--- src/rtl/core/cfd_pkg.sv ---
// Shared constants and types for the coordinate frame deframer.
package cfd_pkg;

  localparam logic [7:0]  START_BYTE = 8'h12;
  localparam logic [7:0]  END_BYTE   = 8'h34;
  localparam logic [7:0]  FRAME_ID   = 8'h60;
  localparam logic [7:0]  FRAME_LEN  = 8'h06;
  localparam logic [15:0] CRC_POLY   = 16'h1021;

  // Byte positions within a frame, counted after the start byte
  localparam logic [3:0] POS_ID      = 4'd0;
  localparam logic [3:0] POS_LEN     = 4'd1;
  localparam logic [3:0] POS_X_HI    = 4'd2;
  localparam logic [3:0] POS_X_LO    = 4'd3;
  localparam logic [3:0] POS_Y_HI    = 4'd4;
  localparam logic [3:0] POS_Y_LO    = 4'd5;
  localparam logic [3:0] POS_HDG_HI  = 4'd6;
  localparam logic [3:0] POS_HDG_LO  = 4'd7;
  localparam logic [3:0] POS_ID_REP  = 4'd8;
  localparam logic [3:0] POS_CRC_HI  = 4'd9;
  localparam logic [3:0] POS_CRC_LO  = 4'd10;
  localparam logic [3:0] POS_END     = 4'd11;

  typedef struct packed {
    logic               frame_ok;
    logic signed [15:0] pos_x;
    logic signed [15:0] pos_y;
    logic        [15:0] heading;
  } result_t;

endpackage

--- src/rtl/core/cfd_channels.sv ---
// Handshake channels: received byte stream and decoded frame results.
interface cfd_byte_if;
  logic       valid;
  logic       ready;
  logic [7:0] rx_byte;

  modport source (output valid, output rx_byte, input ready);
  modport sink (input valid, input rx_byte, output ready);
endinterface

interface cfd_result_if;
  logic               valid;
  logic               ready;
  logic               frame_ok;
  logic signed [15:0] pos_x;
  logic signed [15:0] pos_y;
  logic        [15:0] heading;

  modport source (output valid, output frame_ok, output pos_x, output pos_y,
                  output heading, input ready);
  modport sink (input valid, input frame_ok, input pos_x, input pos_y,
                input heading, output ready);
endinterface

--- src/rtl/core/cfd_crc_byte.sv ---
// CRC-16/XMODEM update by one byte, MSB first.
module cfd_crc_byte (
  input  logic [15:0] crc_in,
  input  logic [7:0]  data_in,
  output logic [15:0] crc_out
);
  import cfd_pkg::*;

  logic [15:0] c;

  always_comb begin
    c = crc_in ^ {data_in, 8'h00};
    for (int k = 0; k < 8; k++) begin
      if (c[15]) begin
        c = {c[14:0], 1'b0} ^ CRC_POLY;
      end else begin
        c = {c[14:0], 1'b0};
      end
    end
    crc_out = c;
  end

endmodule

--- src/rtl/core/cfd_parser.sv ---
// Frame tracker: position counter, header checks, payload capture and CRC.
module cfd_parser (
  input  logic             clk,
  input  logic             rst,
  input  logic             byte_take,
  input  logic [7:0]       rx_byte,
  output logic             res_valid,
  output cfd_pkg::result_t res_data
);
  import cfd_pkg::*;

  logic        in_frame;
  logic [3:0]  byte_index;
  logic [15:0] running_crc;
  logic        header_good;
  logic [15:0] held_x;
  logic [15:0] held_y;
  logic [15:0] held_heading;
  logic [15:0] crc_received;
  logic [15:0] crc_next;
  logic        ok;

  cfd_crc_byte u_crc (
    .crc_in  (running_crc),
    .data_in (rx_byte),
    .crc_out (crc_next)
  );

  assign ok = header_good && (running_crc == crc_received) && (rx_byte == END_BYTE);

  always_comb begin
    res_valid = byte_take && in_frame && (byte_index == POS_END);
    res_data.frame_ok = ok;
    res_data.pos_x    = ok ? held_x : 16'sd0;
    res_data.pos_y    = ok ? held_y : 16'sd0;
    res_data.heading  = ok ? held_heading : 16'd0;
  end

  always_ff @(posedge clk) begin
    if (rst) begin
      in_frame   <= 1'b0;
      byte_index <= '0;
    end else if (byte_take) begin
      if (!in_frame) begin
        // hunt for start; clear the frame context on it
        if (rx_byte == START_BYTE) begin
          in_frame     <= 1'b1;
          byte_index   <= '0;
          running_crc  <= '0;
          header_good  <= 1'b1;
          held_x       <= '0;
          held_y       <= '0;
          held_heading <= '0;
          crc_received <= '0;
        end
      end else if (byte_index == POS_END) begin
        in_frame   <= 1'b0;
        byte_index <= '0;
      end else begin
        byte_index <= byte_index + 4'd1;
        case (byte_index)
          POS_ID, POS_ID_REP: begin
            if (rx_byte != FRAME_ID) header_good <= 1'b0;
          end
          POS_LEN: begin
            if (rx_byte != FRAME_LEN) header_good <= 1'b0;
          end
          POS_CRC_HI: crc_received[15:8] <= rx_byte;
          POS_CRC_LO: crc_received[7:0]  <= rx_byte;
          default: begin
            // payload positions feed the CRC
            running_crc <= crc_next;
            case (byte_index)
              POS_X_HI:   held_x[15:8]       <= rx_byte;
              POS_X_LO:   held_x[7:0]        <= rx_byte;
              POS_Y_HI:   held_y[15:8]       <= rx_byte;
              POS_Y_LO:   held_y[7:0]        <= rx_byte;
              POS_HDG_HI: held_heading[15:8] <= rx_byte;
              POS_HDG_LO: held_heading[7:0]  <= rx_byte;
              default: ;
            endcase
          end
        endcase
      end
    end
  end

endmodule

--- src/rtl/core/cfd_result_reg.sv ---
// Output register for decoded results with valid/ready handshake.
module cfd_result_reg (
  input  logic             clk,
  input  logic             rst,
  input  logic             load,
  input  cfd_pkg::result_t load_data,
  output logic             can_load,
  cfd_result_if.source     res
);
  import cfd_pkg::*;

  logic    held_valid;
  result_t held;

  // take new data when empty or when the held request leaves this cycle
  assign can_load = !held_valid || res.ready;

  always_ff @(posedge clk) begin
    if (rst) begin
      held_valid <= 1'b0;
    end else if (can_load) begin
      held_valid <= load;
    end
    if (can_load && load) begin
      held <= load_data;
    end
  end

  assign res.valid    = held_valid;
  assign res.frame_ok = held.frame_ok;
  assign res.pos_x    = held.pos_x;
  assign res.pos_y    = held.pos_y;
  assign res.heading  = held.heading;

endmodule

--- src/rtl/core/coordinate_frame_deframer_unit.sv ---
// Coordinate frame deframer top level.
//
// rx carries one received byte per request. Bytes are dropped until the
// start byte 0x12; the next 11 bytes form a frame (id, length, six payload
// bytes, repeated id, big-endian CRC-16/XMODEM) and the byte after them
// must be the end byte 0x34. On that end position one request leaves on
// res: frame_ok plus x, y and heading, or all zero if anything mismatched.
//
// Throughput is one byte per cycle while rx.ready is high: the CRC update,
// position counter and checks are one byte-wide step between the frame
// state registers. The result is valid on res the cycle after the end
// byte is taken. A single output register holds the result; rx.ready
// drops only while that register is full and res.ready is low, so a stalled
// receiver holds the byte stream until it takes the pending request.
// Reset (rst, synchronous) returns to start-byte hunting and empties the
// output register.
module coordinate_frame_deframer_unit (
  input  logic         clk,
  input  logic         rst,
  cfd_byte_if.sink     rx,
  cfd_result_if.source res
);
  import cfd_pkg::*;

  logic    can_load;
  logic    byte_take;
  logic    res_valid;
  result_t res_data;

  assign rx.ready  = can_load;
  assign byte_take = rx.valid && can_load;

  cfd_parser u_parser (
    .clk       (clk),
    .rst       (rst),
    .byte_take (byte_take),
    .rx_byte   (rx.rx_byte),
    .res_valid (res_valid),
    .res_data  (res_data)
  );

  cfd_result_reg u_result (
    .clk       (clk),
    .rst       (rst),
    .load      (res_valid),
    .load_data (res_data),
    .can_load  (can_load),
    .res       (res)
  );

endmodule

--- src/flat_wrapper.sv ---
// flat-port wrapper written by rule: the top's interface ports become plain ports
module coordinate_frame_deframer_unit_flat import cfd_pkg::*;
  (clk, rst, rx_valid, rx_rx_byte, rx_ready, res_valid, res_frame_ok, res_pos_x, res_pos_y, res_heading, res_ready);
  cfd_byte_if rx_i ();
  cfd_result_if res_i ();
  input  logic clk;
  input  logic rst;
  input wire logic [$bits(rx_i.valid)-1:0] rx_valid;
  input wire logic [$bits(rx_i.rx_byte)-1:0] rx_rx_byte;
  output wire logic [$bits(rx_i.ready)-1:0] rx_ready;
  output wire logic [$bits(res_i.valid)-1:0] res_valid;
  output wire logic [$bits(res_i.frame_ok)-1:0] res_frame_ok;
  output wire logic [$bits(res_i.pos_x)-1:0] res_pos_x;
  output wire logic [$bits(res_i.pos_y)-1:0] res_pos_y;
  output wire logic [$bits(res_i.heading)-1:0] res_heading;
  input wire logic [$bits(res_i.ready)-1:0] res_ready;
  assign rx_i.valid = rx_valid;
  assign rx_i.rx_byte = rx_rx_byte;
  assign rx_ready = rx_i.ready;
  assign res_valid = res_i.valid;
  assign res_frame_ok = res_i.frame_ok;
  assign res_pos_x = res_i.pos_x;
  assign res_pos_y = res_i.pos_y;
  assign res_heading = res_i.heading;
  assign res_i.ready = res_ready;
  coordinate_frame_deframer_unit u_core (.clk(clk), .rst(rst), .rx(rx_i), .res(res_i));
endmodule
--- config.mk ---
export PLATFORM = sky130hd
export DESIGN_NAME = coordinate_frame_deframer_unit_flat
export DESIGN_NICKNAME = d
export VERILOG_FILES = /design/src/rtl/core/cfd_pkg.sv /design/src/rtl/core/cfd_channels.sv /design/src/rtl/core/cfd_crc_byte.sv /design/src/rtl/core/cfd_parser.sv /design/src/rtl/core/cfd_result_reg.sv /design/src/rtl/core/coordinate_frame_deframer_unit.sv /design/src/flat_wrapper.sv
export SDC_FILE = /design/constraint.sdc
export NUM_CORES = 1
export LEC_CHECK = 0
export BUFFER_PORTS_ARGS = -buffer_cell sky130_fd_sc_hd__buf_2
export CORE_MARGIN = 3
export CORE_UTILIZATION = 45
export DETAILED_ROUTE_END_ITERATION = 8
export GPL_TIMING_DRIVEN = 0
export PLACE_DENSITY = 0.68
export SYNTH_ARGS = -nofsm -noshare
export SYNTH_HDL_FRONTEND = slang
export SYNTH_SLANG_ARGS = --single-unit
--- constraint.sdc ---
create_clock -name clk -period 2.1 [get_ports clk]
set_input_delay 0.315 -clock clk [delete_from_list [all_inputs] [get_ports clk]]
set_output_delay 0.315 -clock clk [all_outputs]
set_load 0.005 [all_outputs]
==> out/metrics.csv, run 1 <==
metric,value,unit
placed wire-length estimate,6805,um
GRT overflow,0,
Final GP Congestion,0.8423,
first-pass GRT wire length,16110,um
WL per Instance,16.65,um
crit share post-route,99.15,%
unrepaired setup endpoints after global routing,true,
CTS tree,built,
outcome,"finished, final reports clean",
Port Buffers,61,
register area share after synthesis,72.78,%
Core ar.,11710,sq um
Tot GR Track Use,16.05,%
fin crit period,2082,ps
R2R setup slack,20,ps
maxcap violations,0,
htree depth,4,
final setup fails,0,
Clock Pin Slew Worst Setup and Hold Paths,60,ps
CP endpoint kind,register,
pin count of the biggest net entering global routing,26,
crit-path leading delay family,compound AO/OA/AOI/OAI gates,
# rows,39,
post-route ant nets,0,
Initial Util,47.21,%
DRC Markers,0,
Antenna diodes,0,
layout cell share with drive strength beyond 1,26.38,%
via count,3283,
worst-margin pin slew,792.5,ps
Die H,116.8,um
"top cells by count, synth","130 x edfxtp_1, 52 x inv_1, 43 x nor3_1, 20 x xor2_1",
Die W,116.8,um
Root Buffer,clkbuf_16,
top-area cell type share of the netlist area,70.60,%
Fill cells,931,
fin util,57.04,%
drt first pass iters,4,
distinct cell type count after synthesis,36,
Pleak,0.002570,uW
Num CTS Buffers,17,
Clock Latency Late Sink,410,ps
Crit path buffers/inverters,1,
Syn Inst Count,396,
top post-synthesis cells by area,"edfxtp_1 71%, nor3_1 3.9%, inv_1 3.5%, xor2_1 3.2%, xnor2_1 2.5%",
Post CTS Setup Buffer Count,0,
vias in the first global route,3136,
critical path startpoint category,register,
Setup WS post-layout,17.92,ps
Worst EP required,2180,ps
worst-path cell chain,"nand2b_1, and3_1, clkbuf_1, o21ai_2, a21oi_2",
dominant synthesized flop cell,edfxtp_1,
Async SR Flop Fraction,0,%
"area leader, netlist",edfxtp_1,
I/O pin count,63,
crit-path max cell delay,680,ps
Hold/Removal Path Class,primary input to register,
pre-CTS setup slack,-517.8,ps
slowest CP cell,o21ai_2,
Synth Register Bits,136,
initial drt markers,286,
Slew Limit Fails,0,
Die Area,13650,sq um
top-count cell post-synth,edfxtp_1,
Max VDD drop,674.8,uV
CTS sink count,136,
Clock Path Buffers,2,
Fin Clk Skew,7.887,ps
PwrDens,859.3,nW/um^2
crit path max fanout,10,
Mapped Nets,412,
"Area growth, synth to finish",20.82,%
syn avg cell area,13.96,sq um
vias per cell,5.195,
WS Path Type,register to register,
fin nets,493,
Netlist Area Pre-Place,5529,sq um
Ys Warns,0,
Fin. Hold Viols,0,
Post-synth EDFFs,130,
FMAX,480.3,MHz
Crit path arrival time,2160,ps
Rel. slew slack,47.16,%
initial antenna violation count,0,
final wirelength,10530,um
layer usage:
layer  share of wire, %  vias to the layer above  wire length (um)  global-route usage, %
met2                 47                      126              4975                  25.29
met1                 42                     1583              4470                  20.70
met5                  0                        -                 0                      0
met4                1.9                        0               199                  7.722
met3                8.4                       15               880                  4.370
li1                   -                     1559                 -                      -
power by group:
part / switching (uW) / internal, uW
registers: 0.603 / 2930
logic: 48.7 / 33.9
clock network: 1020 / 1710
path summary, 6_finish.rpt:
check / to / startpoint / cells after the start
hold / removal: u_core.u_parser.byte_index[1] / rst / 2
hold reg to reg: u_core.u_parser.byte_index[0] / u_core.u_parser.byte_index[0] / 2
setup reg to reg: u_core.u_parser.held_y[14] / u_core.u_result.res.valid / 5
setup / recovery: u_core.u_parser.held_y[14] / u_core.u_result.res.valid / 5
cells in the final DEF (no fill, tap or decap), types with 3 or more instances in the layout:
| cell type | n |
|---|---|
| nor3_2 | 14 |
| and2_1 | 16 |
| nand3_1 | 9 |
| or2_2 | 3 |
| dfxtp_1 | 6 |
| ha_1 | 4 |
| a21oi_4 | 3 |
| clkinv_2 | 6 |
| nand2b_1 | 3 |
| inv_1 | 51 |
| a21oi_1 | 7 |
| clkinvlp_4 | 3 |
| nand2_1 | 12 |
| nor2b_1 | 3 |
| nor2_1 | 14 |
| xor2_1 | 20 |
| edfxtp_1 | 130 |
| nor4b_1 | 3 |
| a21oi_2 | 5 |
| clkbuf_1 | 8 |
| clkbuf_16 | 17 |
| nor3_1 | 38 |
| buf_2 | 65 |
| clkinv_1 | 4 |
| xnor2_1 | 16 |
kinds of logic (layout without fill, tap and decap cells):
group	count (synthesis)	after routing	share of synthesized area, %
flops	136	136	72.78
simple gates	129	129	13.28
buf+inv	68	161	4.956
xor+xnor	36	36	5.703
compound gates	23	23	2.376
fa+ha+maj	4	4	0.9052
registers in the layout, summed over array words and instances (netlist names):
| name | cells |
|---|---|
| u_core.u_parser.held_y | 16 |
| u_core.u_result.res.pos_y | 16 |
| u_core.u_parser.header_good | 1 |
| u_core.u_parser.held_heading | 16 |
| u_core.u_parser.byte_index | 4 |
| u_core.u_result.res.frame_ok | 1 |
| u_core.u_parser.crc_received | 16 |
| u_core.u_result.res.heading | 16 |
| u_core.u_parser.held_x | 16 |
| u_core.u_parser.running_crc | 16 |
| u_core.u_parser.in_frame | 1 |
| u_core.u_result.res.pos_x | 16 |
| u_core.u_result.res.valid | 1 |
worst register-to-register path: stages (launching register included):
cell	delay (ps)
dfxtp_1	330
nand2b_1	120
and3_1	200
clkbuf_1	180
o21ai_2	680
a21oi_2	250
metrics by stage:
stage | std cells | setup TNS [ps] | hold slack [ps] | area [sq um] | power (uW)
CTS | 632 | 0 | 243.5 | 6620 | 5780
global route | 632 | -9415 | 294.2 | 6680 | 5904
finish | 632 | 0 | 275.0 | 6680 | 5740
detailed placement | 600 | -56070 | 532.3 | 6025 | 3064
floorplan | 396 | 0 | 489.8 | 5540 | 3033
global placement | 600 | -44400 | 512.0 | 6025 | 3063
area by class of cell:
type / instances / area [sq um] / share of cell area [%]
Sequential cell: 136 / 4024 / 60.24
Timing Repair Buffer: 61 / 305.3 / 4.570
Clock inverter: 13 / 112.6 / 1.686
Clock buffer: 18 / 429.2 / 6.424
Tap cell: 143 / 178.9 / 2.678
Buffer: 16 / 81.33 / 1.217
Multi-Input combinational cell: 192 / 1343 / 20.10
Timing Repair inverter: 1 / 7.507 / 0.1124
Inverter: 52 / 198.9 / 2.978
repair_timing:
action                                  in CTS  in global routing
resized for setup                           12                 14
pin swaps                                    0                  1
hold buffers                                 0                  0
gates cloned                                 1                  0
endpoints found under the setup margin     130                134
hold endpoints to repair                     0                  0
Power figures use the tool's default switching activity.
==> run 2: changes to the inputs <==
PLACE_DENSITY = 0.66   (was 0.68)
clock period = 2.3 ns   (was 2.1 ns; I/O delays follow)
==> run 2 against run 1 <==
Sequential share of layout area down 0.17 points. Critical path depth increased by 1. Non-clock buffer count did not move. Power fell by 2.8%. Cell area is 0.28% higher. Utilization up 0.16 points. Clock power grew 4%. Wire length down 2.1%. Via count fell by 2.7%. Clock skew shrank 1.5 ps. Critical endpoint is now u_core.u_result.res.heading[13].
==> out/metrics.csv, run 2 (synthesized netlist as in run 1, its figures left out) <==
metric,value,unit,change
Fin. Hold Viols,0,,unchanged
Clock Path Buffers,2,,unchanged
Setup WS post-layout,244.0,ps,was 17.92 ps
Crit path arrival time,2300,ps,was 2160 ps
outcome,"finished, final reports clean",,unchanged
Die W,116.8,um,unchanged
Antenna diodes,0,,unchanged
Slew Limit Fails,0,,unchanged
Crit path buffers/inverters,2,,was 1
Clock Pin Slew Worst Setup and Hold Paths,60,ps,about the same
htree depth,4,,unchanged
CP endpoint kind,register,,unchanged
pin count of the biggest net entering global routing,26,,unchanged
Die Area,13650,sq um,unchanged
final hold slack,264.3,ps,was 275.0 ps
final instance area,6699,sq um,was 6680 sq um
Root Buffer,clkbuf_16,,unchanged
Num CTS Buffers,17,,unchanged
"most common cell after layout, fill and taps aside",edfxtp_1,,unchanged
unrepaired setup endpoints after global routing,false,,was true
most frequent cells in the layout,"130 x edfxtp_1, 64 x buf_2, 51 x inv_1",,"was 130 x edfxtp_1, 65 x buf_2, 51 x inv_1"
WS Path Type,register to register,,unchanged
GRT overflow,0,,unchanged
Die H,116.8,um,unchanged
fin nets,493,,unchanged
WL per Instance,16.29,um,was 16.65 um
final setup fails,0,,unchanged
Rel. slew slack,53.84,%,was 47.16%
placed cell count,600,,unchanged
Tot GR Track Use,16.50,%,was 16.05%
"Area growth, synth to finish",21.16,%,was 20.82%
vias per cell,5.047,,was 5.195
I/O pin count,63,,unchanged
layout cell share with drive strength beyond 1,25.10,%,was 26.38%
maxcap violations,0,,unchanged
crit-path max cell delay,420,ps,was 680 ps
initial antenna violation count,0,,unchanged
via count,3195,,"was 3,283"
Initial Util,47.21,%,unchanged
DRC Markers,0,,unchanged
Fin Clk Skew,6.409,ps,was 7.887 ps
crit path max fanout,10,,unchanged
crit share post-route,89.39,%,was 99.15%
Pleak,0.002587,uW,was 0.002570 uW
Core ar.,11710,sq um,unchanged
PwrDens,833.0,nW/um^2,was 859.3 nW/um^2
Area after DPL,6017,sq um,was 6025 sq um
final wirelength,10310,um,"was 10,530 um"
Hold/Removal Path Class,primary input to register,,unchanged
fin crit period,2056,ps,was 2082 ps
Crit path top cell by count,nor3_1,,
critical path startpoint category,register,,unchanged
initial drt markers,205,,was 286
CTS tree,built,,unchanged
crit-path leading delay family,simple AND/OR/NAND/NOR gates,,was compound AO/OA/AOI/OAI gates
worst-path cell chain,"xor2_1, nor3_1, nand3_1, buf_1, clkbuf_1, nor3_1",,"was nand2b_1, and3_1, clkbuf_1, o21ai_2, a21oi_2"
Max VDD drop,489.0,uV,was 674.8 uV
Clock Latency Late Sink,420,ps,was 410 ps
Multi-input gate area,1277,sq um,was 1343 sq um
post-route ant nets,0,,unchanged
Fill cells,920,,was 931
register area,4024,sq um,unchanged
R2R setup slack,240,ps,was 20 ps
first-pass GRT wire length,16420,um,"was 16,110 um"
Post CTS Setup Buffer Count,0,,unchanged
Final GP Congestion,0.8141,,was 0.8423
Port Buffers,61,,unchanged
CTS sink count,136,,unchanged
FMAX,486.4,MHz,was 480.3 MHz
Worst EP required,2540,ps,was 2180 ps
pre-CTS setup slack,-625.2,ps,was -517.8 ps
placed wire-length estimate,6778,um,was 6805 um
vias in the first global route,3148,,"was 3,136"
Finished Layout Cells,633,,was 632
slowest CP cell,edfxtp_1,,was o21ai_2
cts-stage hold buffer count,0,,unchanged
drt first pass iters,5,,was 4
# rows,39,,unchanged
worst-margin pin slew,692.3,ps,was 792.5 ps
## run 2: final cells by class
| cell class | count | area share [%] |
|---|---|---|
| Inverter | 52 | 2.970 |
| Multi-Input combinational cell | 192 | 19.07 |
| Tap cell | 143 | 2.671 |
| Timing Repair Buffer | 61 | 4.557 |
| Sequential cell | 136 | 60.07 |
| Buffer | 16 | 1.177 |
| Clock buffer | 18 | 6.406 |
| Timing Repair inverter | 1 | 0.1121 |
| Clock inverter | 14 | 2.970 |
## run 2: power breakdown
part,internal [uW],switching [uW],total (uW)
clock network,1820,1010,2830
logic,30.9,43.6,74.5
registers,2670,0.552,2670
total,4520,1060,5580
## run 2: per-layer routing
metal / vias to the layer above / GRT usage (%) / routed length [um]
met5: - / 0 / 0
met4: 0 / 5.275 / 155
met3: 21 / 5.604 / 570
met2: 93 / 26.55 / 4991
met1: 1518 / 21.26 / 4592
li1: 1563 / - / -
## run 2: final timing paths
kind,start,endpoint,cells past startpoint
setup / recovery,u_core.u_parser.running_crc[15],u_core.u_result.res.heading[13],6
setup reg to reg,u_core.u_parser.running_crc[15],u_core.u_result.res.heading[13],6
hold / removal,rst,u_core.u_parser.byte_index[0],2
hold reg to reg,u_core.u_parser.byte_index[0],u_core.u_parser.byte_index[0],2
## run 2: what timing repair did
action / in CTS / in global routing
gates resized for setup: 6 / 7
pin swaps: 0 / 0
endpoints found under the setup margin: 98 / 106
cloned: 1 / 0
## run 2: metrics by stage
stage / total power (uW) / utilization (%) / setup TNS, ps
final: 5580 / 57.20 / 0
after global routing: 5726 / 57.20 / 0
after CTS: 5617 / 56.97 / -2520
after detailed placement: 2798 / 51.38 / -41520
after global placement: 2797 / 51.38 / -31870
after floorplan: 2769 / - / 0
## run 2: worst reg2reg max path: stages, from the launching register on
cell,delay (ps)
edfxtp_1,420
xor2_1,160
nor3_1,310
nand3_1,260
buf_1,270
clkbuf_1,240
nor3_1,220
